--- config.mk ---
export PLATFORM = sky130hd
export DESIGN_NAME = swlse_queue
export DESIGN_NICKNAME = d
export VERILOG_FILES = /design/src/design/swlse_pkg.sv /design/src/design/swlse_queue.sv
export SDC_FILE = /design/constraint.sdc
export NUM_CORES = 1
export LEC_CHECK = 0
export BUFFER_PORTS_ARGS = -buffer_cell sky130_fd_sc_hd__buf_2
export CAP_MARGIN = 20
export CORE_MARGIN = 4
export CORE_UTILIZATION = 40
export DETAILED_ROUTE_END_ITERATION = 8
export PLACE_DENSITY_LB_ADDON = 0.15
export SYNTH_ARGS = -nofsm -noshare
export SYNTH_HDL_FRONTEND = slang
export SYNTH_SLANG_ARGS = --single-unit
--- constraint.sdc ---
create_clock -name clk -period 13.95 [get_ports clk]
set_input_delay 1.395 -clock clk [delete_from_list [all_inputs] [get_ports clk]]
set_output_delay 1.395 -clock clk [all_outputs]
set_load 0.005 [all_outputs]
--- src/design/swlse_pkg.sv ---
package swlse_pkg;

  localparam int unsigned CFG_IDX_W  = 2;
  localparam int unsigned CFG_DATA_W = 64;

  typedef enum logic [CFG_IDX_W-1:0] {
    CFG_ENTRY_BYTES   = 2'd0,
    CFG_OBJ_SPAN      = 2'd1,
    CFG_SLOTS_PER_OBJ = 2'd2,
    CFG_OWN_OBJECT    = 2'd3
  } cfg_idx_t;

  typedef enum logic [1:0] {
    REQ_READ  = 2'd0,
    REQ_WRITE = 2'd1,
    REQ_INVAL = 2'd2,
    REQ_OTHER = 2'd3
  } req_t;

  typedef enum logic [1:0] {
    ST_UNUSED  = 2'd0,
    ST_TAKEN   = 2'd1,
    ST_INVALID = 2'd2,
    ST_SPARE   = 2'd3
  } slot_st_t;

  typedef enum logic [2:0] {
    RS_OK        = 3'd0,
    RS_UNWRITTEN = 3'd1,
    RS_INVALID   = 3'd2,
    RS_EXISTS    = 3'd3,
    RS_TOO_LARGE = 3'd4,
    RS_VALID     = 3'd5,
    RS_WRONG_OBJ = 3'd6,
    RS_BAD_SETUP = 3'd7
  } status_t;

  // Command word passed from the mapping front end to the slot back end.
  typedef struct packed {
    logic [1:0]  req_type;
    logic [15:0] payload_length;
    logic        force_flag;
    logic        bad_setup;
    logic        wrong_obj;
    logic [9:0]  slot_index;
    logic [25:0] byte_offset;
    logic [16:0] slot_bytes;
    logic [15:0] slot_full;
  } cmd_t;

endpackage

--- src/design/swlse_queue.sv ---
// Two-entry command queue between mapping front end and slot back end.
module swlse_queue (
  input  logic            clk,
  input  logic            rst_n,
  input  logic            push_valid,
  output logic            push_ready,
  input  swlse_pkg::cmd_t push_data,
  output logic            pop_valid,
  input  logic            pop_ready,
  output swlse_pkg::cmd_t pop_data
);
  import swlse_pkg::*;

  cmd_t       mem_r [2];
  logic       wp_r, rp_r;
  logic [1:0] cnt_r;
  logic       do_push, do_pop;

  assign push_ready = (cnt_r != 2'd2);
  assign pop_valid  = (cnt_r != 2'd0);
  assign pop_data   = mem_r[rp_r];
  assign do_push    = push_valid && push_ready;
  assign do_pop     = pop_valid && pop_ready;

  always_ff @(posedge clk) begin
    if (!rst_n) begin
      wp_r <= 1'b0; rp_r <= 1'b0; cnt_r <= 2'd0;
    end else begin
      if (do_push) wp_r <= ~wp_r;
      if (do_pop)  rp_r <= ~rp_r;
      cnt_r <= cnt_r + {1'b0, do_push} - {1'b0, do_pop};
    end
  end

  always_ff @(posedge clk) begin
    if (do_push) mem_r[wp_r] <= push_data;
  end
endmodule

=== Word level (Yosys, flattened, before mapping) ===
Memories as Yosys holds them, arrays and structs flattened. A register that Yosys moved wholly into a read port is not among the register bits.
Index checks and enable logic that the tools add are counted.

* Bits in latches: 0
* Output and inout port bits: 92
* ROM bits: 0
* Register bits: 4
* Input port bits: 94
* Memories kept: 1
* Bits in writable memories: 180

{| class="wikitable"
|+ Memory list
! memory !! depth !! bits a word !! read ports !! clocked after Yosys merged registers in !! wr ports !! RTL line !! source
|-
| mem_r || 2 || 90 || 1 || 1 || 1 || swlse_queue.sv:14 || <nowiki>cmd_t mem_r [2];</nowiki>
|}

* Eq/ne operators: 1
* Bitwise logic cells: 2
* Reduce and logical (&&, ||, !) cells: 3
* Shifts and indexed selects: 0
* Div/mod/pow operators: 0
* Order comparisons: 0
* Muxes and demuxes: 4
* Add/sub/neg operators: 2
* Multipliers: 0

{| class="wikitable"
|+ Operator list
! kind !! number
|-
| 2-to-1 mux 1 bit || 4
|-
| adder 2 x 1 -> 2 bit || 1
|-
| logical AND 1 bit || 2
|-
| inequality test 2 bit, second input constant || 1
|-
| inverter 1 bit || 2
|-
| nonzero test 2 bit || 1
|-
| subtractor 2 x 1 -> 2 bit || 1
|}

=== Longest topological paths before layout ===
Gate-level depths: netlist of run 1.

* Word-level depth: 4
* Depth in mapped cells: 8
* Gate-level depth less buffers: 8

=== Least setup slack after synthesis of run 1 ===
Ideal clock, no wire load.

* Kind: input port to flip-flop
* Start: input push_valid
* End: memory mem_r[0][0] (netlist name), enable pin
* Stages on the path: 2
* Buffers on the path: 0
* Setup slack: 8.172 ns
* Library setup time: 0.539 ns
* Arrival time: 5.238 ns
* Path through: nand2_1 > nor2_1

* Cells in the longest elaborated chain, start to end: 3

{| class="wikitable"
|+ RTL lines
! what !! RTL line !! source
|-
| start, declared || swlse_queue.sv:5 || <nowiki>input logic push_valid,</nowiki>
|-
| logical AND 1 bit || swlse_queue.sv:22 || <nowiki>assign do_push = push_valid && push_ready;</nowiki>
|-
| 2-to-1 mux 1 bit || swlse_queue.sv:36 || <nowiki>if (do_push) mem_r[wp_r] <= push_data;</nowiki>
|-
| 2-to-1 mux 1 bit (implied by the code) || swlse_queue.sv:36 ||
|-
| end, declared || swlse_queue.sv:14 ||
|}

No other way between the ends.

==> results of run 1 <==
==> cell families (layout without fill, tap and decap cells) <==
logic type                 Yosys count  after routing  synth area share
DFF                                185            185             0.811
muxes                               91             91             0.151
and+or+nand+nor                     11             11           0.00903
buffers and inverters               11            222            0.0205
xor gates and xnor gates             3              3           0.00387
adders and majority gates            2              2           0.00369
AOI/OAI and AO/OA                    1              1           0.00111
==> final cells by class <==
class,count,area share
flip-flops and latches,185,0.643
repair buffers,189,0.112
clock inverters,15,0.0288
well taps,220,0.0321
multi-input cells,108,0.135
clock buffers,17,0.0496
inverters,1,0.000438
==> layer usage <==
| layer | GRT usage | share of wire | up-vias |
|---|---|---|---|
| met1 | 0.141 | 0.38 | 1695 |
| met2 | 0.242 | 0.54 | 111 |
| met3 | 0.0542 | 0.062 | 20 |
| li1 | - | - | 1600 |
| met4 | 0.0515 | 0.014 | 6 |
| met5 | 0 | 0.0032 | - |
==> worst max path at each step <==
stage	slack, ns	depth (start not counted)	startpoint	endpoint
after global routing	9.99	3	register	pop_data[4]
after CTS	10.06	3	register	pop_data[21]
after global placement	10.54	3	register	pop_data[74]
final	10.15	3	register	pop_data[21]
after detailed placement	10.52	3	register	pop_data[4]
after floorplan	8.17	2	push_valid	mem_r[0][0]
==> placed cells by master (no fill, tap or decap), drive strengths merged <==
master,n
clkbuf,17
mux2,90
and2,2
or2,1
nor2b,2
buf,189
o21a,1
edfxtp,180
inv,3
clkinv,4
and3,1
nand2,2
dfxtp,5
nor2,1
ha,2
mux2i,1
nand2b,2
bufinv,6
clkinvlp,3
xnor2,3
==> sequential cells by signal, indices dropped and copies added, names as in the netlist, named ones only <==
signal,cells
mem_r,180
cnt_r,2
rp_r,1
wp_r,1
==> power breakdown <==
group          leakage (nW)  internal [mW]  switching [mW]  total (mW)
registers              1.72          0.699          0.0324       0.731
clock network         0.318          0.337           0.197       0.534
logic                  1.14          0.156           0.139       0.295
total                  3.18           1.19           0.369        1.56
==> worst register-to-register path, delay by kind of cell, from the launching register on <==
family,cells,cell delay [ns]
simple gates,2,0.79
buf+inv,1,0.66
flops,1,0.36
==> stage by stage <==
stage	worst slack [ns]	instances	area [sq um]	power, mW	hold slack, ns
global placement	10.54	703	7900	1.04	0.508
floorplan	8.17	304	6790	0.933	0.455
CTS	10.06	735	8570	1.59	0.546
detailed placement	10.52	703	7900	1.05	0.532
global route	9.99	735	8570	1.64	0.559
finish	10.15	735	8570	1.56	0.540
==> flow_metrics.tcl, run 1 <==
set metrics [dict create \
    regArea_sq_um 5510 \
    first_global_vias 3815 \
    worstMarginPinSlew_ns 0.685 \
    hold_path_class "reg2reg" \
    min-delay-start "rp_r" \
    rows 47 \
    core_area_sq_um 16600 \
    start_util 0.409 \
    crit_fanout 47 \
    rsz0062_at_grt "no" \
    worstSetupPathType "reg2out" \
    cts.sinks 185 \
    synthArstFlopShare 0 \
    max-cap-violations 0 \
    hold_buffers 0 \
    wl_per_cell_microns 17.1 \
    drc_errors 0 \
    cts_buffers 17 \
    r2r_cells 3 \
    rrSetupSlack_ns 11.74 \
    power_leakage_nw 3.18 \
    area_growth_syn_to_layout_pct 26.3 \
    reg2reg_to "mem_r[1][66]" \
    syn_area_sq_um 6790 \
    path_clk_slew_ns 0.06 \
    htree_levels 4 \
    post-cts-setup-buffers 0 \
    max_freq_mhz 263 \
    drt_iter0_drc 108 \
    whs_path_depth 2 \
    worstPathCellList "buf_4, mux2_2, buf_2" \
    cp.arrival_ns 2.40 \
    critPathMaxStageDelay_ns 0.72 \
    final.min_clock_period_ns 3.80 \
    setup_viol 0 \
    antenna_found_initial 3 \
    slew_viol_final 0 \
    dr_total_vias 3432 \
    ant_nets 0 \
    slowest_stage "dfxtp_4" \
    gp_congestion 0.709 \
    ys.flop_type "edfxtp_1" \
    ir_worst_vdd_mv 0.0765 \
    yosysSeqAreaShare 0.811 \
    slew_headroom 0.544 \
    synth_seq_cells 185 \
    firstDrtPassIters 4 \
    cp_num_buf_inv 2 \
    wl_mm 12.6 \
    clock_path_buffers 2 \
    rr_startpoint "cnt_r[0]" \
    ys_types 17 \
    ys_top_cells_by_area "edfxtp_1 (80%), mux2_2 (15%), clkbuf_8 (1.8%), dfxtp_1 (1.5%), xnor2_1 (0.39%)" \
    dieArea_sq_um 19100 \
    multi_input_area_sq_um 1160 \
    synth_edf_count 180 \
    die_width_microns 138 \
    critPathCaptureType "output port" \
    hpwl_mm 8.33 \
    cp.required_ns 12.56 \
    fillerInstances 1392 \
    start_kind "register" \
    skew_ns 0.00785 \
    ys_warn_count 0 \
    die_y_microns 138 \
    post_cts_resized 0 \
    io_pins 186 \
    finalHoldViolCount 0 \
    overflow 0 \
    routed_via_density 4.67 \
    synth_nets 400 \
    gr-usage-all-layers 0.135 \
    n_antenna_cell 0 \
    p_per_area_nw_per_um2 182 \
    status "finished, final reports clean" \
    cts_tree "done" \
    yosys.cell_count.top_type "edfxtp_1" \
    port_buffers 185 \
    cp_top_family "buffers and inverters" \
    netlist.area_leader.share 0.796 \
    tns_ns 0 \
    finalCritPeriodShare 0.272 \
    synth_common_cells "edfxtp_1 (180), mux2_2 (90), clkbuf_8 (9), dfxtp_1 (5), xnor2_1 (3)" \
    clock_latency_ns 0.42 \
    post-route-util 0.517 \
    root_buffer "clkbuf_16" \
    grt_pass1_wl_mm 19.7 \
    synth_cells 304 \
    layout-drive-gt1-share 0.610 \
    synth_top_area_cell "edfxtp_1" \
    grt_max_degree 50 \
    syn_area_per_cell_sq_um 22.3 \
    final_nets 598 \
]
No activity file was read; power rests on OpenSTA's default activity.
==> inputs of run 2 (changes only) <==
==> constraint.sdc (replaced) <==
create_clock -name clk -period 3.35 [get_ports clk]
set_input_delay 0.335 -clock clk [delete_from_list [all_inputs] [get_ports clk]]
set_output_delay 0.335 -clock clk [all_outputs]
set_load 0.005 [all_outputs]
==> flow_metrics.tcl, run 2 (synthesized netlist as in run 1, its figures left out) <==
set metrics [dict create \
    drc_errors 0 \
    routed_via_density 4.59 \
    cts.sinks 185 \
    cp.required_ns 3.01 \
    n_antenna_cell 0 \
    rows 47 \
    crit_fanout 46 \
    final_nets 599 \
    firstDrtPassIters 4 \
    dieArea_sq_um 19100 \
    overflow 0 \
    p_per_area_nw_per_um2 737 \
    clock_latency_ns 0.42 \
    top_regs "mem_r (180), cnt_r (2)" \
    largest_register_ffs 180 \
    grt_pass1_wl_mm 19.7 \
    finalHoldViolCount 0 \
    cts_buffers 17 \
    ant_nets 0 \
    finalCritPeriodShare 0.724 \
    wl_per_cell_microns 17.4 \
    io_pins 186 \
    power.total_mw 6.29 \
    slowest_stage "dfxtp_4" \
    root_buffer "clkbuf_16" \
    final.min_clock_period_ns 2.42 \
    fillerInstances 1401 \
    final_cell_mix "buf_2 (185), edfxtp_1 (180), mux2_2 (90)" \
    wl_mm 12.8 \
    port_buffers 185 \
    critPathMaxStageDelay_ns 0.77 \
    core_area_sq_um 16600 \
    ir_worst_vdd_mv 0.340 \
    slew_headroom 0.423 \
    status "finished, final reports clean" \
    hpwl_mm 8.59 \
    post_cts_resized 0 \
    worstSetupPathType "reg2out" \
    skew_ns 0.00685 \
    critPathCaptureType "output port" \
    layout-drive-gt1-share 0.601 \
    worstPathCellList "buf_12, mux2_2, buf_2" \
    hold_path_class "in2reg" \
    htree_levels 4 \
    hold_buffers 0 \
    first_global_vias 3749 \
    worstMarginPinSlew_ns 0.863 \
    die_width_microns 138 \
    path_clk_slew_ns 0.07 \
    power_leakage_nw 3.17 \
    dr_total_vias 3377 \
    die_y_microns 138 \
    tns_ns 0 \
    start_kind "register" \
    gr-usage-all-layers 0.135 \
    grt_max_degree 52 \
    rsz0062_at_grt "no" \
    slew_viol_final 0 \
    cts_tree "done" \
    cp.arrival_ns 2.09 \
    max_freq_mhz 413 \
    antenna_found_initial 2 \
    drt_iter0_drc 124 \
    clock_path_buffers 2 \
    setup_viol 0 \
    post-cts-setup-buffers 0 \
    regMostFlops "mem_r" \
    gp_congestion 0.717 \
    start_util 0.409 \
    max-cap-violations 0 \
    layout_commonest_cell "buf_2" \
    area_growth_syn_to_layout_pct 25.8 \
]
-- run 2: final cells by class --
class	instances	area, sq um	share of cell area
Tap cell	220	275	0.0322
Multi-Input combinational cell	108	1160	0.135
Inverter	1	3.75	0.000440
Timing Repair Buffer	190	1010	0.119
Clock inverter	14	153	0.0179
Clock buffer	18	429	0.0503
Sequential cell	185	5510	0.645
-- run 2: final timing paths --
check,start,endpoint,slack (ns),cells after the start
worst min register to register,wp_r,wp_r,0.53,2
worst max register to register,cnt_r[0],mem_r[0][82],1.29,4
worst max-delay path,register,pop_data[76],0.93,3
worst min-delay path,push_data[37],mem_r[0][37],0.1,1
-- run 2: where the power goes --
group / internal [mW] / leakage [nW] / total [mW] / switching, mW
Clock: 1.16 / 0.282 / 1.97 / 0.809
Sequential: 2.91 / 1.72 / 3.05 / 0.144
Combinational: 0.685 / 1.16 / 1.27 / 0.586
-- run 2: per-layer routing --
metal	share of wire	global-route usage
met5	0.0020	0
met4	0.013	0.0499
met3	0.069	0.0532
met2	0.51	0.226
met1	0.41	0.158
-- run 2: critical path: cells and delay by family, from the launching register on --
| kind | cells | cell delay [ns] |
|---|---|---|
| multiplexers | 1 | 0.38 |
| buffers and inverters | 2 | 0.46 |
| flip-flops | 1 | 0.77 |
-- run 2: through the flow --
step,cell area [sq um],utilization,setup slack [ns],cells,hold slack [ns]
2_1_floorplan,6800,-,0.240,304,0.434
3_3_place_gp,7960,0.480,1.26,704,0.509
3_5_place_dp,7960,0.480,1.24,704,0.519
4_1_cts,8540,0.515,0.880,736,0.0732
5_1_grt,8540,0.515,0.827,736,0.0726
6_report,8540,0.515,0.926,736,0.0974
