### src/design/swlse_pkg.sv
package swlse_pkg;

  localparam int unsigned CFG_IDX_W  = 2;
  localparam int unsigned CFG_DATA_W = 64;

  typedef enum logic [CFG_IDX_W-1:0] {
    CFG_ENTRY_BYTES   = 2'd0,
    CFG_OBJ_SPAN      = 2'd1,
    CFG_SLOTS_PER_OBJ = 2'd2,
    CFG_OWN_OBJECT    = 2'd3
  } cfg_idx_t;

  typedef enum logic [1:0] {
    REQ_READ  = 2'd0,
    REQ_WRITE = 2'd1,
    REQ_INVAL = 2'd2,
    REQ_OTHER = 2'd3
  } req_t;

  typedef enum logic [1:0] {
    ST_UNUSED  = 2'd0,
    ST_TAKEN   = 2'd1,
    ST_INVALID = 2'd2,
    ST_SPARE   = 2'd3
  } slot_st_t;

  typedef enum logic [2:0] {
    RS_OK        = 3'd0,
    RS_UNWRITTEN = 3'd1,
    RS_INVALID   = 3'd2,
    RS_EXISTS    = 3'd3,
    RS_TOO_LARGE = 3'd4,
    RS_VALID     = 3'd5,
    RS_WRONG_OBJ = 3'd6,
    RS_BAD_SETUP = 3'd7
  } status_t;

  // Command word passed from the mapping front end to the slot back end.
  typedef struct packed {
    logic [1:0]  req_type;
    logic [15:0] payload_length;
    logic        force_flag;
    logic        bad_setup;
    logic        wrong_obj;
    logic [9:0]  slot_index;
    logic [25:0] byte_offset;
    logic [16:0] slot_bytes;
    logic [15:0] slot_full;
  } cmd_t;

endpackage

### src/design/swlse_if.sv


interface swlse_out_if;
  logic        valid;
  logic        ready;
  logic [2:0]  status;
  logic [9:0]  slot_index;
  logic [25:0] byte_offset;
  logic [16:0] slot_bytes;
  modport source (output valid, status, slot_index, byte_offset, slot_bytes,
                  input ready);
  modport sink (input valid, status, slot_index, byte_offset, slot_bytes,
                output ready);
endinterface

### src/design/swlse_back.sv
// Applies slot-state rules; state memory with clearing pass after reset.
module swlse_back #(
  parameter int unsigned MAX_SLOTS = 1024
) (
  input  logic            clk,
  input  logic            rst_n,
  input  logic            cmd_valid,
  output logic            cmd_ready,
  input  swlse_pkg::cmd_t cmd,
  swlse_out_if.source     out_ch
);
  import swlse_pkg::*;

  localparam int unsigned AW = (MAX_SLOTS > 1) ? $clog2(MAX_SLOTS) : 1;

  typedef enum logic [1:0] {B_CLEAR, B_IDLE, B_READ, B_OUT} bstate_t;

  bstate_t      state_r;
  logic [1:0]   mem [MAX_SLOTS];
  logic [AW-1:0] clr_r;
  logic [AW-1:0] addr_r;
  logic [1:0]   rd_r;
  cmd_t         c_r;
  logic         we;
  logic [AW-1:0] wa;
  logic [1:0]   wd;
  status_t      st_res;
  logic         out_v_r;
  logic [2:0]   status_r;
  logic [9:0]   slot_r;
  logic [25:0]  off_r;
  logic [16:0]  sb_r;
  slot_st_t     hdr;
  logic         res_fire;

  assign cmd_ready = (state_r == B_IDLE);
  // result register is free or empties this cycle
  assign res_fire  = (state_r == B_OUT) && (!out_v_r || out_ch.ready);

  always_comb begin
    we     = 1'b0;
    wa     = addr_r;
    wd     = ST_UNUSED;
    st_res = RS_OK;
    hdr    = c_r.force_flag ? ST_UNUSED : slot_st_t'(rd_r);
    if (state_r == B_CLEAR) begin
      we = 1'b1;
      wa = clr_r;
    end else if (c_r.bad_setup) begin
      st_res = RS_BAD_SETUP;
    end else if (c_r.wrong_obj) begin
      st_res = RS_WRONG_OBJ;
    end else begin
      case (req_t'(c_r.req_type))
        REQ_WRITE: begin
          if (rd_r != ST_UNUSED) st_res = RS_EXISTS;
          else if ({1'b0, c_r.payload_length} + 17'd1 > c_r.slot_bytes)
            st_res = RS_TOO_LARGE;
          else begin
            st_res = RS_OK; we = res_fire; wd = ST_TAKEN;
          end
        end
        REQ_INVAL: begin
          if (hdr == ST_INVALID) st_res = RS_OK;
          else if (hdr == ST_UNUSED) begin
            st_res = RS_OK; we = res_fire; wd = ST_INVALID;
          end else st_res = RS_VALID;
        end
        default: begin
          if (rd_r == ST_TAKEN) st_res = RS_OK;
          else if (rd_r == ST_UNUSED) st_res = RS_UNWRITTEN;
          else st_res = RS_INVALID;
        end
      endcase
    end
  end

  always_ff @(posedge clk) begin
    if (we) mem[wa] <= wd;
    rd_r <= mem[addr_r];
  end

  always_ff @(posedge clk) begin
    if (!rst_n) begin
      state_r <= B_CLEAR;
      clr_r   <= '0;
      out_v_r <= 1'b0;
    end else begin
      if (res_fire) out_v_r <= 1'b1;
      else if (out_ch.valid && out_ch.ready) out_v_r <= 1'b0;
      case (state_r)
        B_CLEAR: begin
          clr_r <= clr_r + 1'b1;
          if (clr_r == AW'(MAX_SLOTS - 1)) state_r <= B_IDLE;
        end
        B_IDLE: begin
          if (cmd_valid) begin
            c_r     <= cmd;
            addr_r  <= AW'(cmd.slot_full);
            state_r <= B_READ;
          end
        end
        B_READ: state_r <= B_OUT;
        B_OUT: begin
          if (res_fire) begin
            status_r <= st_res;
            slot_r   <= c_r.slot_index;
            off_r    <= c_r.byte_offset;
            sb_r     <= c_r.slot_bytes;
            state_r  <= B_IDLE;
          end
        end
        default: state_r <= B_IDLE;
      endcase
    end
  end

  assign out_ch.valid       = out_v_r;
  assign out_ch.status      = status_r;
  assign out_ch.slot_index  = slot_r;
  assign out_ch.byte_offset = off_r;
  assign out_ch.slot_bytes  = sb_r;
endmodule

### src/flat_wrapper.sv
// flat-port wrapper written by rule: the top's interface ports become plain ports
module swlse_back_flat import swlse_pkg::*;
#(
  parameter int unsigned MAX_SLOTS = 1024
)
  (clk, rst_n, cmd_valid, cmd_ready, cmd, out_ch_valid, out_ch_status, out_ch_slot_index, out_ch_byte_offset, out_ch_slot_bytes, out_ch_ready);
  swlse_out_if out_ch_i ();
  input  logic clk;
  input  logic rst_n;
  input  logic cmd_valid;
  output logic cmd_ready;
  input  swlse_pkg::cmd_t cmd;
  output wire logic [$bits(out_ch_i.valid)-1:0] out_ch_valid;
  output wire logic [$bits(out_ch_i.status)-1:0] out_ch_status;
  output wire logic [$bits(out_ch_i.slot_index)-1:0] out_ch_slot_index;
  output wire logic [$bits(out_ch_i.byte_offset)-1:0] out_ch_byte_offset;
  output wire logic [$bits(out_ch_i.slot_bytes)-1:0] out_ch_slot_bytes;
  input wire logic [$bits(out_ch_i.ready)-1:0] out_ch_ready;
  assign out_ch_valid = out_ch_i.valid;
  assign out_ch_status = out_ch_i.status;
  assign out_ch_slot_index = out_ch_i.slot_index;
  assign out_ch_byte_offset = out_ch_i.byte_offset;
  assign out_ch_slot_bytes = out_ch_i.slot_bytes;
  assign out_ch_i.ready = out_ch_ready;
  swlse_back #(.MAX_SLOTS(MAX_SLOTS)) u_core (.clk(clk), .rst_n(rst_n), .cmd_valid(cmd_valid), .cmd_ready(cmd_ready), .cmd(cmd), .out_ch(out_ch_i));
endmodule
### config.mk
export PLATFORM = sky130hd
export DESIGN_NAME = swlse_back_flat
export DESIGN_NICKNAME = d
export VERILOG_FILES = /design/src/design/swlse_pkg.sv /design/src/design/swlse_if.sv /design/src/design/swlse_back.sv /design/src/flat_wrapper.sv
export SDC_FILE = /design/constraint.sdc
export NUM_CORES = 2
export LEC_CHECK = 0
export ABC_AREA = 0
export BUFFER_PORTS_ARGS = -buffer_cell sky130_fd_sc_hd__buf_2
export CAP_MARGIN = 20
export CORE_MARGIN = 10
export CORE_UTILIZATION = 45
export DETAILED_ROUTE_END_ITERATION = 8
export GPL_TIMING_DRIVEN = 0
export PLACE_DENSITY = 0.63
export SLEW_MARGIN = 25
export SYNTH_ARGS = -nofsm -noshare
export SYNTH_HDL_FRONTEND = slang
export SYNTH_SLANG_ARGS = --single-unit
export TNS_END_PERCENT = 30
### constraint.sdc
create_clock -name clk -period 24.1 [get_ports clk]
set_input_delay 2.41 -clock clk [delete_from_list [all_inputs] [get_ports clk]]
set_output_delay 2.41 -clock clk [all_outputs]
set_load 0.01 [all_outputs]
Word level (Yosys, flattened, before mapping)
Memory sizes are Yosys's and may differ from the RTL's. A register that Yosys moved wholly into a read port is not among the register bits.
Cells that the tools add are included.

word-level totals
  bits in writable memories = 2,048
  bits in registers = 153
  input port bits = 94
  word-level logic and storage cells = 78
  memories = 1

memory list
  memory      depth  width  read ports  clocked after Yosys merged registers in  wr ports  line              text
  u_core.mem  1,024  2      1           1                                        1         swlse_back.sv:19  logic [1:0] mem [MAX_SLOTS];

cells by class
  magnitude comparators = 1
  add/sub/neg operators = 2
  reductions and logical operators = 12
  eq/ne operators = 11
  muxes and demuxes = 35

operators by type and width
  cell                                                 count
  2-to-1 mux 2 bit                                     11
  2-to-1 mux 3 bit                                     7
  adder 16 x 1 -> 17 bit, second input constant        1
  greater-than comparator 17 bit                       1
  2-to-1 mux 1 bit                                     12
  adder 10 x 1 -> 10 bit, second input constant        1
  equality test 10 bit, second input constant          1
  2-to-1 mux 10 bit                                    1
  AND reduction 3 bit                                  3
  equality test 2 bit, second input constant           4
  one-hot mux 2 bit (4 select lines)                   1
  equality test 2 x 1 -> 1 bit, second input constant  3
  zero test 2 bit                                      3
  one-hot mux 3 bit (2 select lines)                   1
  != test 2 bit, second input constant                 2
  one-hot mux 2 bit (2 select lines)                   1
  nonzero test 2 bit                                   2
  logical AND 1 bit                                    2
  != test 2 x 1 -> 1 bit, second input constant        1
  one-hot mux 1 bit (2 select lines)                   1
  zero test 1 bit                                      1
  logical OR 1 bit                                     1

Longest topological paths before layout
  depth in word-level cells = 11
  depth in mapped cells = 17

Worst setup path after synthesis
OpenSTA, ideal clock, no wires.

  path type = register -> register
  start = register u_core.c_r[74] (netlist name)
  end = memory u_core.mem[0][0], data pin
  cell stages (with the launch flop) = 13
  period minus slack after synthesis = 22.163 ns
  data arrival time = 18.725 ns
  slack = 1.937 ns
  data required time = 20.663 ns
  cells stage by stage = edfxtp_1 and3_1 and3_1 nand3_1 nor2_1 nand3_1 xnor2_1 ha_1 a211oi_1 o21ai_0 a221o_1 a2111o_1 a21oi_2

on the way
  cells in the longest elaborated chain, start to end = 8

ends and longest elaborated chain
  element                             line              text
  from (decl)                         swlse_back.sv:23  cmd_t c_r;
  from (signal assigned)              swlse_back.sv:98  c_r <= cmd;
  adder 16 x 1 -> 17 bit              swlse_back.sv:57  else if ({1'b0, c_r.payload_length} + 17'd1 > c_r.slot_bytes)
  greater-than comparator 17 bit      swlse_back.sv:57
  2-to-1 mux 1 bit                    swlse_back.sv:57
  2-to-1 mux 2 bit                    swlse_back.sv:56  if (rd_r != ST_UNUSED) st_res = RS_EXISTS;
  one-hot mux 2 bit (2 select lines)  swlse_back.sv:54  case (req_t'(c_r.req_type))
  2-to-1 mux 2 bit                    swlse_back.sv:51  end else if (c_r.wrong_obj) begin
  2-to-1 mux 2 bit                    swlse_back.sv:49  end else if (c_r.bad_setup) begin
  2-to-1 mux 2 bit                    swlse_back.sv:46  if (state_r == B_CLEAR) begin
  via u_core.wd[0]                    swlse_back.sv:26  logic [1:0] wd;
  to (decl)                           swlse_back.sv:19

The timed path passes the listed nets, and every way through them passes these cells.

Final worst setup path
  start = register u_core.addr_r[1]
  end = memory u_core.mem[566][0], enable pin

on the way
  cells in the longest elaborated chain, start to end = 1

ends and longest elaborated chain
  element                 line              text
  from (decl)             swlse_back.sv:21  logic [AW-1:0] addr_r;
  from (signal assigned)  swlse_back.sv:99  addr_r <= AW'(cmd.slot_full);
  2-to-1 mux 10 bit       swlse_back.sv:46

Every way passes these cells.

==> flow_metrics.env <==
export IMPL_die_height_um=471
export IMPL_place_area_sq_um=97900
export IMPL_end_kind="flop"
export IMPL_p_leak_nw=36.7
export IMPL_synth_avg_cell_area_sq_um=17.3
export IMPL_ff2ff_setup_slack_ps=17410
export IMPL_placed_cells=8197
export IMPL_initial_utilization=0.453
export IMPL_min_period_over_period=0.278
export IMPL_portBuffers=145
export IMPL_cts_resized=0
export IMPL_startpoint_type="flop"
export IMPL_setup_viol=0
export IMPL_maxCapViolCount=0
export IMPL_fin_cells=8635
export IMPL_required_ps=24660
export IMPL_place_ws_ps=17960
export IMPL_synth_cells=5290
export IMPL_min_from="u_core.c_r[50]"
export IMPL_grt_use_met3=0.164
export IMPL_post_cts_buffers=0
export IMPL_vias_per_cell=7.07
export IMPL_p_total_mw=8.67
export IMPL_drv_slew=0
export IMPL_worst_pin_slew_ps=1230
export IMPL_synth_area_top_cells="edfxtp_1 72%, mux4_2 11%, nor3_1 4.3%"
export IMPL_clock_sink_count=2203
export IMPL_multi_input_comb_area_sq_um=22800
export IMPL_setup_slack_ps=17410
export IMPL_fillCellCount=16200
export IMPL_fin_skew_ps=60.4
export IMPL_gp_congestion=1.05
export IMPL_clock_latency_ps=920
export IMPL_r2r_start="u_core.addr_r[1]"
export IMPL_antenna_left=0
export IMPL_final_hold_violation_count=0
export IMPL_fin_crit_ps=6690
export IMPL_netlist_top_cell_by_area="edfxtp_1"
export IMPL_ys_flop_type="edfxtp_1"
export IMPL_grt_total_usage=0.343
export IMPL_num_nets_final=5866
export IMPL_syn_area_sq_um=91500
export IMPL_regArea_sq_um=66000
export IMPL_yosys_warnings=0
export IMPL_area_delta_synth_final_pct=15.1
export IMPL_cts_tree="done"
export IMPL_synth_seq_cells=2203
export IMPL_dp_hpwl_mm=270
export IMPL_worst_setup_path_type="reg2reg"
export IMPL_routed_wl_mm=393
export IMPL_p_int_mw=6.31
export IMPL_hp_class="reg2reg"
export IMPL_fin_setup_tns_ps=0
export IMPL_peakVddDrop_v=0.0000879
export IMPL_grt_max_degree=77
export IMPL_netSwitchingPower_mw=2.36
export IMPL_synth_edf_count=2188
export IMPL_synthTopCellsByCount="2,188 x edfxtp_1, 791 x nor3_1, 446 x mux4_2"
export IMPL_grt_pass1_wl_mm=511
export IMPL_crit_fanout=10
export IMPL_arrival_ps=7250
export IMPL_syn_nets=5409
export IMPL_outcome="finished clean"
export IMPL_power_frac_comb=0.113
export IMPL_cts_path_max_buffers=3
export IMPL_final_util=0.521
export IMPL_seq_power_share=0.483
export IMPL_drt_initial_drc_count=13300
export IMPL_grt_pass1_vias=57000
export IMPL_antenna_found_initial=35
export IMPL_cts_max_level=4
export IMPL_timing_fmax_ghz=0.149
export IMPL_worstSetupStartpoint="u_core.addr_r[1]"
export IMPL_drtPass1Iterations=7
export IMPL_clkTransAtPathRegs_ps=60
export IMPL_cts_root_buf="clkbuf_16"
export IMPL_grt_overflow=0
export IMPL_holdWs_ps=417
export IMPL_grtUsageMet2=0.468
export IMPL_finalInstanceArea_sq_um=105000
export IMPL_power_density_nw_per_um2=82.3
export IMPL_slew_headroom=0.159
export IMPL_pin_count=152
export IMPL_ys_types=81
export IMPL_rsz0062_at_grt="no"
export IMPL_die_area_sq_um=222000
export IMPL_sw_frac_of_total=0.272
export IMPL_num_vias=61100
export IMPL_met1_usage=0.423
export IMPL_drcViolationCount=0
export IMPL_synth_most_common_cell="edfxtp_1"
export IMPL_yosysSeqAreaShare=0.722
export IMPL_ys_async_sr_fraction=0
export IMPL_power_frac_clock=0.404
export IMPL_fp_coreArea_sq_um=202000
export IMPL_rows=165
export IMPL_cts_hold_buffers_added=0
export IMPL_die_w_um=471
export IMPL_top_usage_layer="met2"
export IMPL_cts_made_buffers=220
export IMPL_avgRoutedWirePerCell_um=45.5
export IMPL_synth_top_area_frac=0.718
export IMPL_drive_gt1_frac=0.229
-- per-layer routing --
metal  part of all wire  up-vias
li1                   -    22300
met1               0.33    30900
met2               0.41     6271
met3               0.17     1496
met4              0.092       32
met5             0.0013        -
-- flip-flops by register name (all words and copies together), names as in the netlist --
signal,flops
u_core.mem,2048
u_core.out_ch.slot_index,10
u_core.clr_r,10
u_core.out_ch.slot_bytes,17
u_core.rd_r,2
u_core.addr_r,10
u_core.c_r,74
u_core.out_ch.valid,1
u_core.out_ch.status,3
u_core.state_r,2
u_core.out_ch.byte_offset,26
-- power by group through the flow --
stage | Combinational, mW | Sequential [mW] | Clock, mW
CTS | 0.898 | 4.19 | 3.47
finish | 0.978 | 4.19 | 3.50
global placement | 0.876 | 4.28 | 0
global route | 0.933 | 4.18 | 3.64
floorplan | 0.395 | 4.27 | 0
detailed placement | 0.894 | 4.27 | 0
-- area by class of cell --
type                    instances  area share
clock buffers                 272      0.0561
inverters                      27    0.000963
clock inverters               131      0.0127
repair buffers                235      0.0273
well taps                    2672      0.0318
multi-input cells            2602       0.217
plain buffers                 458      0.0264
diodes                         35    0.000832
flip-flops and latches       2203       0.627
-- worst paths after layout --
check	cells past startpoint	endpoint
hold reg to reg	0	u_core.out_ch.byte_offset[17]
setup / recovery	10	u_core.mem[566][0]
hold / removal	0	u_core.out_ch.byte_offset[17]
setup reg to reg	10	u_core.mem[566][0]
-- layout by cell type (no fill, tap or decap), types with 24 or more instances in the layout --
cell type	n
diode_2	35
ha_1	25
clkbuf_2	66
clkbuf_1	167
o21ai_0	32
nor3_1	789
buf_16	60
a211oi_1	28
mux4_2	446
buf_2	294
buf_6	59
a221oi_1	32
nand3_1	36
clkinv_1	60
edfxtp_1	2188
nand2_1	219
a21oi_1	46
nor2_1	337
a22oi_1	49
buf_4	39
mux2i_1	166
inv_1	25
o22ai_1	51
clkinv_2	32
nor4_1	24
clkbuf_16	228
-- kinds of logic (layout without fill, tap and decap cells) --
kind of cell	count (synthesis)	count (layout)	share of synthesized area
DFF	2203	2203	0.722
and+or+nand+nor	1538	1538	0.0791
muxes	635	635	0.133
buffers and inverters	485	1123	0.0304
AOI/OAI and AO/OA	382	382	0.0304
adders and majority gates	25	25	0.00342
xor gates and xnor gates	22	22	0.00211
other	0	35	0
-- worst max-delay path, stage by stage (launching register included) --
cell and delay, ps:
edfxtp_1 320, buf_4 200, buf_4 360, buf_4 390, buf_2 930, buf_2 940, buf_2 800, a22o_1 610
nand2_1 540, clkbuf_2 610, nor3_1 470
Power figures use the tool's default switching activity.
