## config.mk

```make
export PLATFORM = sky130hd
export DESIGN_NAME = swlse_front_flat
export DESIGN_NICKNAME = d
export VERILOG_FILES = /design/src/design/swlse_pkg.sv /design/src/design/swlse_if.sv /design/src/design/swlse_div.sv /design/src/design/swlse_front.sv /design/src/flat_wrapper.sv
export SDC_FILE = /design/constraint.sdc
export NUM_CORES = 2
export LEC_CHECK = 0
export ABC_AREA = 1
export BUFFER_PORTS_ARGS = -buffer_cell sky130_fd_sc_hd__buf_2
export CELL_PAD_IN_SITES_DETAIL_PLACEMENT = 2
export CELL_PAD_IN_SITES_GLOBAL_PLACEMENT = 2
export CORE_ASPECT_RATIO = 1.1
export CORE_MARGIN = 2
export CORE_UTILIZATION = 35
export CTS_BUF_LIST = sky130_fd_sc_hd__clkbuf_4
export DETAILED_ROUTE_END_ITERATION = 6
export PLACE_DENSITY = 0.76
export SLEW_MARGIN = 20
export SYNTH_ARGS = -nofsm -noshare
export SYNTH_HDL_FRONTEND = slang
export SYNTH_SLANG_ARGS = --single-unit
```

## constraint.sdc

```tcl
create_clock -name clk -period 7.2 [get_ports clk]
set_input_delay 1.44 -clock clk [delete_from_list [all_inputs] [get_ports clk]]
set_output_delay 1.44 -clock clk [all_outputs]
set_load 0.01 [all_outputs]
```

## src/design/swlse_pkg.sv

```systemverilog
package swlse_pkg;

  localparam int unsigned CFG_IDX_W  = 2;
  localparam int unsigned CFG_DATA_W = 64;

  typedef enum logic [CFG_IDX_W-1:0] {
    CFG_ENTRY_BYTES   = 2'd0,
    CFG_OBJ_SPAN      = 2'd1,
    CFG_SLOTS_PER_OBJ = 2'd2,
    CFG_OWN_OBJECT    = 2'd3
  } cfg_idx_t;

  typedef enum logic [1:0] {
    REQ_READ  = 2'd0,
    REQ_WRITE = 2'd1,
    REQ_INVAL = 2'd2,
    REQ_OTHER = 2'd3
  } req_t;

  typedef enum logic [1:0] {
    ST_UNUSED  = 2'd0,
    ST_TAKEN   = 2'd1,
    ST_INVALID = 2'd2,
    ST_SPARE   = 2'd3
  } slot_st_t;

  typedef enum logic [2:0] {
    RS_OK        = 3'd0,
    RS_UNWRITTEN = 3'd1,
    RS_INVALID   = 3'd2,
    RS_EXISTS    = 3'd3,
    RS_TOO_LARGE = 3'd4,
    RS_VALID     = 3'd5,
    RS_WRONG_OBJ = 3'd6,
    RS_BAD_SETUP = 3'd7
  } status_t;

  // Command word passed from the mapping front end to the slot back end.
  typedef struct packed {
    logic [1:0]  req_type;
    logic [15:0] payload_length;
    logic        force_flag;
    logic        bad_setup;
    logic        wrong_obj;
    logic [9:0]  slot_index;
    logic [25:0] byte_offset;
    logic [16:0] slot_bytes;
    logic [15:0] slot_full;
  } cmd_t;

endpackage

```

## src/design/swlse_if.sv

```systemverilog
interface swlse_in_if;
  logic        valid;
  logic        ready;
  logic [1:0]  req_type;
  logic [63:0] log_position;
  logic [15:0] payload_length;
  logic        force_flag;
  modport source (output valid, req_type, log_position, payload_length, force_flag,
                  input ready);
  modport sink (input valid, req_type, log_position, payload_length, force_flag,
                output ready);
endinterface


```

## src/design/swlse_div.sv

```systemverilog
// Radix-2 restoring divider, 64-bit dividend, one quotient bit a cycle.
module swlse_div (
  input  logic        clk,
  input  logic        rst_n,
  input  logic        start,
  input  logic [63:0] dividend,
  input  logic [15:0] divisor,
  output logic        done,
  output logic [63:0] quot,
  output logic [15:0] rem
);
  logic        busy_r;
  logic [6:0]  cnt_r;
  logic [63:0] q_r;
  logic [15:0] rem_r;
  logic [15:0] d_r;
  logic [16:0] trial;
  logic [16:0] shifted;

  assign shifted = {rem_r, q_r[63]};
  assign trial   = shifted - {1'b0, d_r};

  always_ff @(posedge clk) begin
    if (!rst_n) begin
      busy_r <= 1'b0;
      done   <= 1'b0;
      cnt_r  <= '0;
    end else begin
      done <= 1'b0;
      if (start) begin
        busy_r <= 1'b1;
        cnt_r  <= 7'd64;
      end else if (busy_r) begin
        cnt_r <= cnt_r - 7'd1;
        if (cnt_r == 7'd1) begin
          busy_r <= 1'b0;
          done   <= 1'b1;
        end
      end
    end
  end

  always_ff @(posedge clk) begin
    if (start) begin
      q_r   <= dividend;
      rem_r <= '0;
      d_r   <= divisor;
    end else if (busy_r) begin
      if (!trial[16]) begin
        rem_r <= trial[15:0];
        q_r   <= {q_r[62:0], 1'b1};
      end else begin
        rem_r <= shifted[15:0];
        q_r   <= {q_r[62:0], 1'b0};
      end
    end
  end

  assign quot = q_r;
  assign rem  = rem_r;
endmodule

```

## src/design/swlse_front.sv

```systemverilog
// Maps a log position to slot, offset and object; two divisions on a shared divider.
module swlse_front (
  input  logic                 clk,
  input  logic                 rst_n,
  swlse_in_if.sink             in_ch,
  input  logic [15:0]          entry_bytes,
  input  logic [15:0]          objs_per_stripe,
  input  logic [10:0]          slots_per_object,
  input  logic [63:0]          own_object_number,
  input  logic [10:0]          max_slots,
  output logic                 cmd_valid,
  input  logic                 cmd_ready,
  output swlse_pkg::cmd_t      cmd
);
  import swlse_pkg::*;

  typedef enum logic [2:0] {F_IDLE, F_DIV1, F_DIV2, F_MUL1, F_MUL2, F_PUSH} fstate_t;

  fstate_t     state_r;
  cmd_t        cmd_r;
  logic [63:0] pos_rem_r;
  logic [63:0] stripe_r;
  logic [63:0] prod_r;
  logic [31:0] prod_hi_r;
  logic        div_start;
  logic [63:0] div_a;
  logic [15:0] div_b;
  logic        div_done;
  logic [63:0] div_q;
  logic [15:0] div_r;
  logic        bad;
  logic [16:0] sbytes;

  assign bad = (entry_bytes == 16'd0) || (objs_per_stripe == 16'd0) ||
               (slots_per_object == 11'd0) || (slots_per_object > max_slots);
  assign sbytes = {1'b0, entry_bytes} + 17'd1;

  assign in_ch.ready = (state_r == F_IDLE);
  assign cmd_valid   = (state_r == F_PUSH);
  assign cmd         = cmd_r;

  always_comb begin
    div_start = 1'b0;
    div_a     = in_ch.log_position;
    div_b     = objs_per_stripe;
    if (state_r == F_IDLE && in_ch.valid && !bad) div_start = 1'b1;
    if (state_r == F_DIV1 && div_done) begin
      div_start = 1'b1;
      div_a     = div_q;
      div_b     = {5'd0, slots_per_object};
    end
  end

  swlse_div u_div (
    .clk(clk), .rst_n(rst_n), .start(div_start), .dividend(div_a), .divisor(div_b),
    .done(div_done), .quot(div_q), .rem(div_r)
  );

  always_ff @(posedge clk) begin
    if (!rst_n) begin
      state_r <= F_IDLE;
    end else begin
      case (state_r)
        F_IDLE: begin
          if (in_ch.valid) begin
            cmd_r.req_type       <= in_ch.req_type;
            cmd_r.payload_length <= in_ch.payload_length;
            cmd_r.force_flag     <= in_ch.force_flag;
            cmd_r.bad_setup      <= bad;
            cmd_r.wrong_obj      <= 1'b0;
            cmd_r.slot_index     <= '0;
            cmd_r.byte_offset    <= '0;
            cmd_r.slot_bytes     <= '0;
            cmd_r.slot_full      <= '0;
            state_r <= bad ? F_PUSH : F_DIV1;
          end
        end
        F_DIV1: begin
          if (div_done) begin
            stripe_r  <= div_q;
            pos_rem_r <= {48'd0, div_r};
            state_r   <= F_DIV2;
          end
        end
        F_DIV2: begin
          if (div_done) begin
            cmd_r.slot_full  <= div_r;
            cmd_r.slot_index <= div_r[9:0];
            cmd_r.slot_bytes <= sbytes;
            stripe_r         <= div_q;
            state_r          <= F_MUL1;
          end
        end
        F_MUL1: begin
          // object quotient times stripe span, as two 32-bit halves (low 64 bits kept)
          prod_r    <= {32'd0, stripe_r[31:0]} * {48'd0, objs_per_stripe};
          prod_hi_r <= stripe_r[63:32] * {16'd0, objs_per_stripe};
          cmd_r.byte_offset <= 26'(cmd_r.slot_full * sbytes);
          state_r <= F_MUL2;
        end
        F_MUL2: begin
          cmd_r.wrong_obj <= (prod_r + {prod_hi_r, 32'd0} + pos_rem_r) !=
                             own_object_number;
          state_r         <= F_PUSH;
        end
        F_PUSH: begin
          if (cmd_ready) state_r <= F_IDLE;
        end
        default: state_r <= F_IDLE;
      endcase
    end
  end
endmodule

```

## src/flat_wrapper.sv

```systemverilog
// flat-port wrapper written by rule: the top's interface ports become plain ports
module swlse_front_flat import swlse_pkg::*;
  (clk, rst_n, entry_bytes, objs_per_stripe, slots_per_object, own_object_number, max_slots, cmd_valid, cmd_ready, cmd, in_ch_valid, in_ch_req_type, in_ch_log_position, in_ch_payload_length, in_ch_force_flag, in_ch_ready);
  swlse_in_if in_ch_i ();
  input  logic clk;
  input  logic rst_n;
  input  logic [15:0] entry_bytes;
  input  logic [15:0] objs_per_stripe;
  input  logic [10:0] slots_per_object;
  input  logic [63:0] own_object_number;
  input  logic [10:0] max_slots;
  output logic cmd_valid;
  input  logic cmd_ready;
  output swlse_pkg::cmd_t cmd;
  input wire logic [$bits(in_ch_i.valid)-1:0] in_ch_valid;
  input wire logic [$bits(in_ch_i.req_type)-1:0] in_ch_req_type;
  input wire logic [$bits(in_ch_i.log_position)-1:0] in_ch_log_position;
  input wire logic [$bits(in_ch_i.payload_length)-1:0] in_ch_payload_length;
  input wire logic [$bits(in_ch_i.force_flag)-1:0] in_ch_force_flag;
  output wire logic [$bits(in_ch_i.ready)-1:0] in_ch_ready;
  assign in_ch_i.valid = in_ch_valid;
  assign in_ch_i.req_type = in_ch_req_type;
  assign in_ch_i.log_position = in_ch_log_position;
  assign in_ch_i.payload_length = in_ch_payload_length;
  assign in_ch_i.force_flag = in_ch_force_flag;
  assign in_ch_ready = in_ch_i.ready;
  swlse_front u_core (.clk(clk), .rst_n(rst_n), .in_ch(in_ch_i), .entry_bytes(entry_bytes), .objs_per_stripe(objs_per_stripe), .slots_per_object(slots_per_object), .own_object_number(own_object_number), .max_slots(max_slots), .cmd_valid(cmd_valid), .cmd_ready(cmd_ready), .cmd(cmd));
endmodule
```

======== Word level (Yosys, flattened, before mapping) ========
Index checks and enable logic that the tools add are counted.
word-level totals
  output and inout bits ................... 92
  register bits after elaboration ......... 358
  logic and storage cells ................. 99
  bits of input ports ..................... 205
cells by class
  add/subtract/negate cells ............... 5
  magnitude comparators ................... 1
  bitwise gates (word level) .............. 2
  multiply operators ...................... 3
  reductions and logical operators ........ 27
  mux-type cells .......................... 27
  equality and inequality tests ........... 12
operators by type and width
  operator                                        count
  two-way mux 64 bit                              3
  two-way mux 70 bit                              1
  one-hot mux 33 bit (2 select lines)             1
  adder 48 x 64 -> 64 bit                         1
  adder 64 x 16 -> 64 bit                         1
  inequality test 64 bit                          1
  one-hot mux 26 bit (2 select lines)             1
  multiplier 32 x 16 -> 48 bit                    1
  two-way mux 33 bit                              1
  logical NOT 16 bit                              2
  multiplier 32 x 16 -> 32 bit                    1
  multiplier 16 x 17 -> 26 bit                    1
  one-hot mux 10 bit (2 select lines)             1
  one-hot mux 3 bit (6 select lines)              1
  adder 16 x 1 -> 17 bit (second input constant)  1
  subtractor 17 x 16 -> 17 bit                    1
  two-way mux 16 bit                              1
  two-way mux 3 bit                               5
  AND reduction 3 bit                             5
  two-way mux 7 bit                               2
  greater-than comparator 11 bit                  1
  logical NOT 11 bit                              1
  two-way mux 11 bit                              1
  two-way mux 10 bit                              1
  other kinds (19)                                41

======== Logic depth before layout (Yosys ltp) ========
  depth after elaboration ................. 10
  mapped depth ............................ 33
  gate-level depth less buffers ........... 33

======== By module ========
From an unflattened synthesis, not the netlist that was laid out.
second synthesis, totals
  cells, all modules ...................... 7,113
  area, all modules ....................... 55,619.6 um2
by module, submodules not included
  module       times used  cells each  sequential area each (um2)  area an instance (um2)
  swlse_front  1           6,429       7,267.0                     50,186.9
  swlse_div    1           684         2,902.8                     5,432.7

======== Worst setup path after synthesis ========
No wires, ideal clock.
  kind .................................... input -> register
  from .................................... in entry_bytes[0]
  to ...................................... reg u_core.cmd_r (netlist bit u_core.cmd[58]), data pin
  setup time .............................. 0.255 ns
  slack ................................... -0.253 ns
  stages on the path ...................... 28
  arrival ................................. 7.198 ns
  path through ............................ buf_4 > nand3_1 > nor2_2 > nand2_1 > o31ai_1 > nand2_1 > inv_1 > clkbuf_1 > nand2_1 > fa_1 > inv_1 > fa_1 > fa_1 > fa_1 > fa_1 > inv_1 > fa_1 > inv_1 > ha_1 > a21oi_1 > o21ai_0 > a221oi_1 > nand3_1 > a21o_1 > a21oi_1 > nand3_1 > nand2_1 > nor2_1
on the way
  longest elaborated chain between the ends .. 3
ends and longest elaborated chain
  what                                 line               text
  start: declaration                   flat_wrapper.sv:7  input logic [15:0] entry_bytes;
  adder 16 x 1 -> 17 bit               swlse_front.sv:36  assign sbytes = {1'b0, entry_bytes} + 17'd1;
  multiplier 16 x 17 -> 26 bit         swlse_front.sv:98  cmd_r.byte_offset <= 26'(cmd_r.slot_full * sbytes);
  one-hot mux 26 bit (2 select lines)  swlse_front.sv:63  case (state_r)
  end: declaration                     swlse_front.sv:20  cmd_t cmd_r;
Every way passes these cells.
A chain may end at the register's enable or synchronous reset.

======== Worst setup path after layout ========
Ends and elaborated chain as after synthesis.

==> reports/qor.txt <==
Die height = 418 µm
CP peak stage delay = 0.59 ns
Status = complete, no violations
Startpoint types = input pin
CTS tree = done
Cts-stage hold buffer count = 0
Fin. max-slew vios = 0
CP top delay family = adder cells
Max Clock Freq = 142 MHz
Largest net degree at the start of global routing = 69
Worst-path clk slew = 0.07 ns
Root Buffer = clkbuf_4
Placed cells = 9433
Residual DRC = 0
Initial core utilization = 0.351
Antenna viol nets, final = 0
CTS Buf Count = 101
Setup CP Type = in2reg
Most frequent CP cell = fa_1
Total Nets Final = 8929
Sequential-to-total area share from yosys stat = 0.186
Bufs on Longest Clock Path = 3
Slowest cell on crit path = fa_1
Layout cells sized above 1 = 0.142
Final wirelength = 222 mm
Die ar. = 0.159 mm²
GRT overflow = 0
Setup slack, reg-to-reg = 0.41 ns
Syn Nets = 8262
Req. time, crit path = 8.03 ns
Initial antenna violation count = 8
Mapped Area = 0.0546 mm²
Fill count = 18107
Share of the synthesized area in the top cell type = 0.335
Clk sinks = 348
Global-route wire length before repair = 340 mm
Worst Skew = 0.0890 ns
Crit-path max FO = 5
FF-to-FF path depth = 25
Vias in the first global route = 56824
Hold Path Sink = u_core.stripe_r[55]$_DFFE_PP_
Top cells by area, synth = fa_1 33%, edfxtp_1 18%, nand2_1 13%, inv_1 12%, ha_1 7.4%
Most frequent cells in the layout = 1897 x nand2_1, 1710 x inv_1, 913 x fa_1
Overall Global Routing Usage = 0.281
WP data arrival = 7.86 ns
I/O pin cnt = 297
Hold_sp = u_core.u_div.quot[55]$_DFFE_PP_
Most common cell after layout, fill and taps aside = nand2_1
Die W = 381 µm
I/O Buffers = 296
Final Cycle Share = 0.977
Synthesized area per cell = 8.00 µm²
DP Worst Slack = -1.06 ns
Synth Register Bits = 348
Largest area contributor in the netlist = fa_1
EDFF count, synth = 320
Top_reg_cell synth = edfxtp_1
Post-layout min period = 7.04 ns
DR pass1 iterations = 5
Dpl hpwl = 186 mm
FP Rows = 152
Routability cong. = 0.895
R2r startpoint = u_core.stripe_r[4]$_DFFE_PP_
Setup violators final = 0
Synth Instances = 6823
Max-slew headroom = 0.320
Hold path depth = 0
CP bufs+invs = 8
Hold violation count in the final report = 0
Critical Path Sink Type = flip-flop
Hold crit path type = reg2reg
Final Non-Filler Cells = 9657
Yosys warnings = 0
RSZ-0062 raised after global routing = yes
Core Area = 0.156 mm²
Htree depth = 3
Via count = 47782
Clk Latency, worst-skew pair = 1.07 ns
Initial drt markers = 2102
Routed vias/inst = 4.95
Ys async rst share = 0
WL/cell = 23.0 µm
Layout area overhead = 16.5%
Worst Tran Pin Value = 1.02 ns
Unique masters post-synth = 51
Max-cap violations = 0
R2r endpoint = u_core.prod_r[45]$_DFFE_PP_
Hold WS = 0.438 ns
Final WS setup = 0.165 ns
[worst max-delay path by stage]
| stage | start | endpoint | slack (ns) | depth (start not counted) |
|---|---|---|---|---|
| after floorplan | entry_bytes[0] | u_core.cmd[58]$_SDFFCE_PP0P_ | 0.008 | 28 |
| after global placement | entry_bytes[0] | u_core.cmd[58]$_SDFFCE_PP0P_ | -0.74 | 29 |
| after detailed placement | entry_bytes[0] | u_core.cmd[58]$_SDFFCE_PP0P_ | -1.06 | 29 |
| after CTS | entry_bytes[0] | u_core.cmd[58]$_SDFFCE_PP0P_ | 0.08 | 31 |
| after global routing | entry_bytes[0] | u_core.cmd[58]$_SDFFCE_PP0P_ | -0.04 | 29 |
| final | entry_bytes[0] | u_core.cmd[58]$_SDFFCE_PP0P_ | 0.16 | 31 |
[synthesized netlist by cell type (11+ instances only)]
cell	count
nand4_1	46
a31oi_1	13
edfxtp_1	320
o21a_1	20
fa_1	913
xnor2_1	80
buf_2	11
nand3_1	212
o21ai_0	82
nor2_1	378
dfxtp_1	28
nor3_1	35
buf_4	11
xor2_1	115
buf_1	30
nand3b_1	19
o211ai_1	11
nand2_1	1904
nor4_1	18
a21oi_1	198
inv_1	1712
clkbuf_1	233
a21o_1	11
ha_1	321
[metrics by stage]
stage | cell area, µm² | TNS (ns) | utilization
floorplan | 54700 | 0 | -
global placement | 61900 | -20.61 | 0.398
detailed placement | 61900 | -37.49 | 0.398
CTS | 63200 | 0 | 0.406
global route | 63600 | -0.0507 | 0.409
finish | 63600 | 0 | 0.409
[cell families (layout without fill, tap and decap cells)]
| logic type | count (synthesis) | in the layout | synth area share |
|---|---|---|---|
| adders and majority gates | 1234 | 1234 | 0.408 |
| buffers and inverters | 2011 | 2760 | 0.139 |
| AOI/OAI and AO/OA | 384 | 384 | 0.0395 |
| other | 0 | 6 | 0 |
| and+or+nand+nor | 2649 | 2649 | 0.195 |
| xor gates and xnor gates | 197 | 197 | 0.0320 |
| DFF | 348 | 348 | 0.186 |
[per-layer routing]
metal  global-route usage  part of all wire  wire [µm]
met2                0.502              0.50     112000
met5                    0           0.00015         34
met4               0.0986             0.035       7840
met3               0.0318             0.035       7830
met1                0.351              0.43      94400
[sequential cells by signal (all words and copies together) (netlist names)]
name                 cells
u_core.u_div.d_r        16
u_core.u_div.cnt_r       7
u_core.state_r           3
u_core.u_div.quot       64
u_core.u_div.busy_r      1
u_core.prod_r           48
u_core.u_div.rem        16
u_core.u_div.done        1
u_core.pos_rem_r        16
u_core.stripe_r         64
u_core.prod_hi_r        32
u_core.cmd              80
[cell type report]
type | count | area, µm² | share of cell area
Antenna cell | 6 | 15.0 | 0.000236
Inverter | 1725 | 6480 | 0.102
Timing Repair Buffer | 850 | 6040 | 0.0950
Sequential cell | 348 | 10200 | 0.160
Clock buffer | 138 | 1040 | 0.0163
Clock inverter | 47 | 263 | 0.00413
Tap cell | 2079 | 2600 | 0.0409
Multi-Input combinational cell | 4464 | 37000 | 0.582
[timing repair]
| item | in CTS | in global routing |
|---|---|---|
| endpoints found under the setup margin | 0 | 15 |
| setup buffers | 0 | 33 |
| gates resized for setup | 0 | 17 |
| hold endpoints to repair | 0 | 0 |
Power is not shown: default switching activity piles up to over one toggle a cycle in this logic, so the estimate is an artifact.
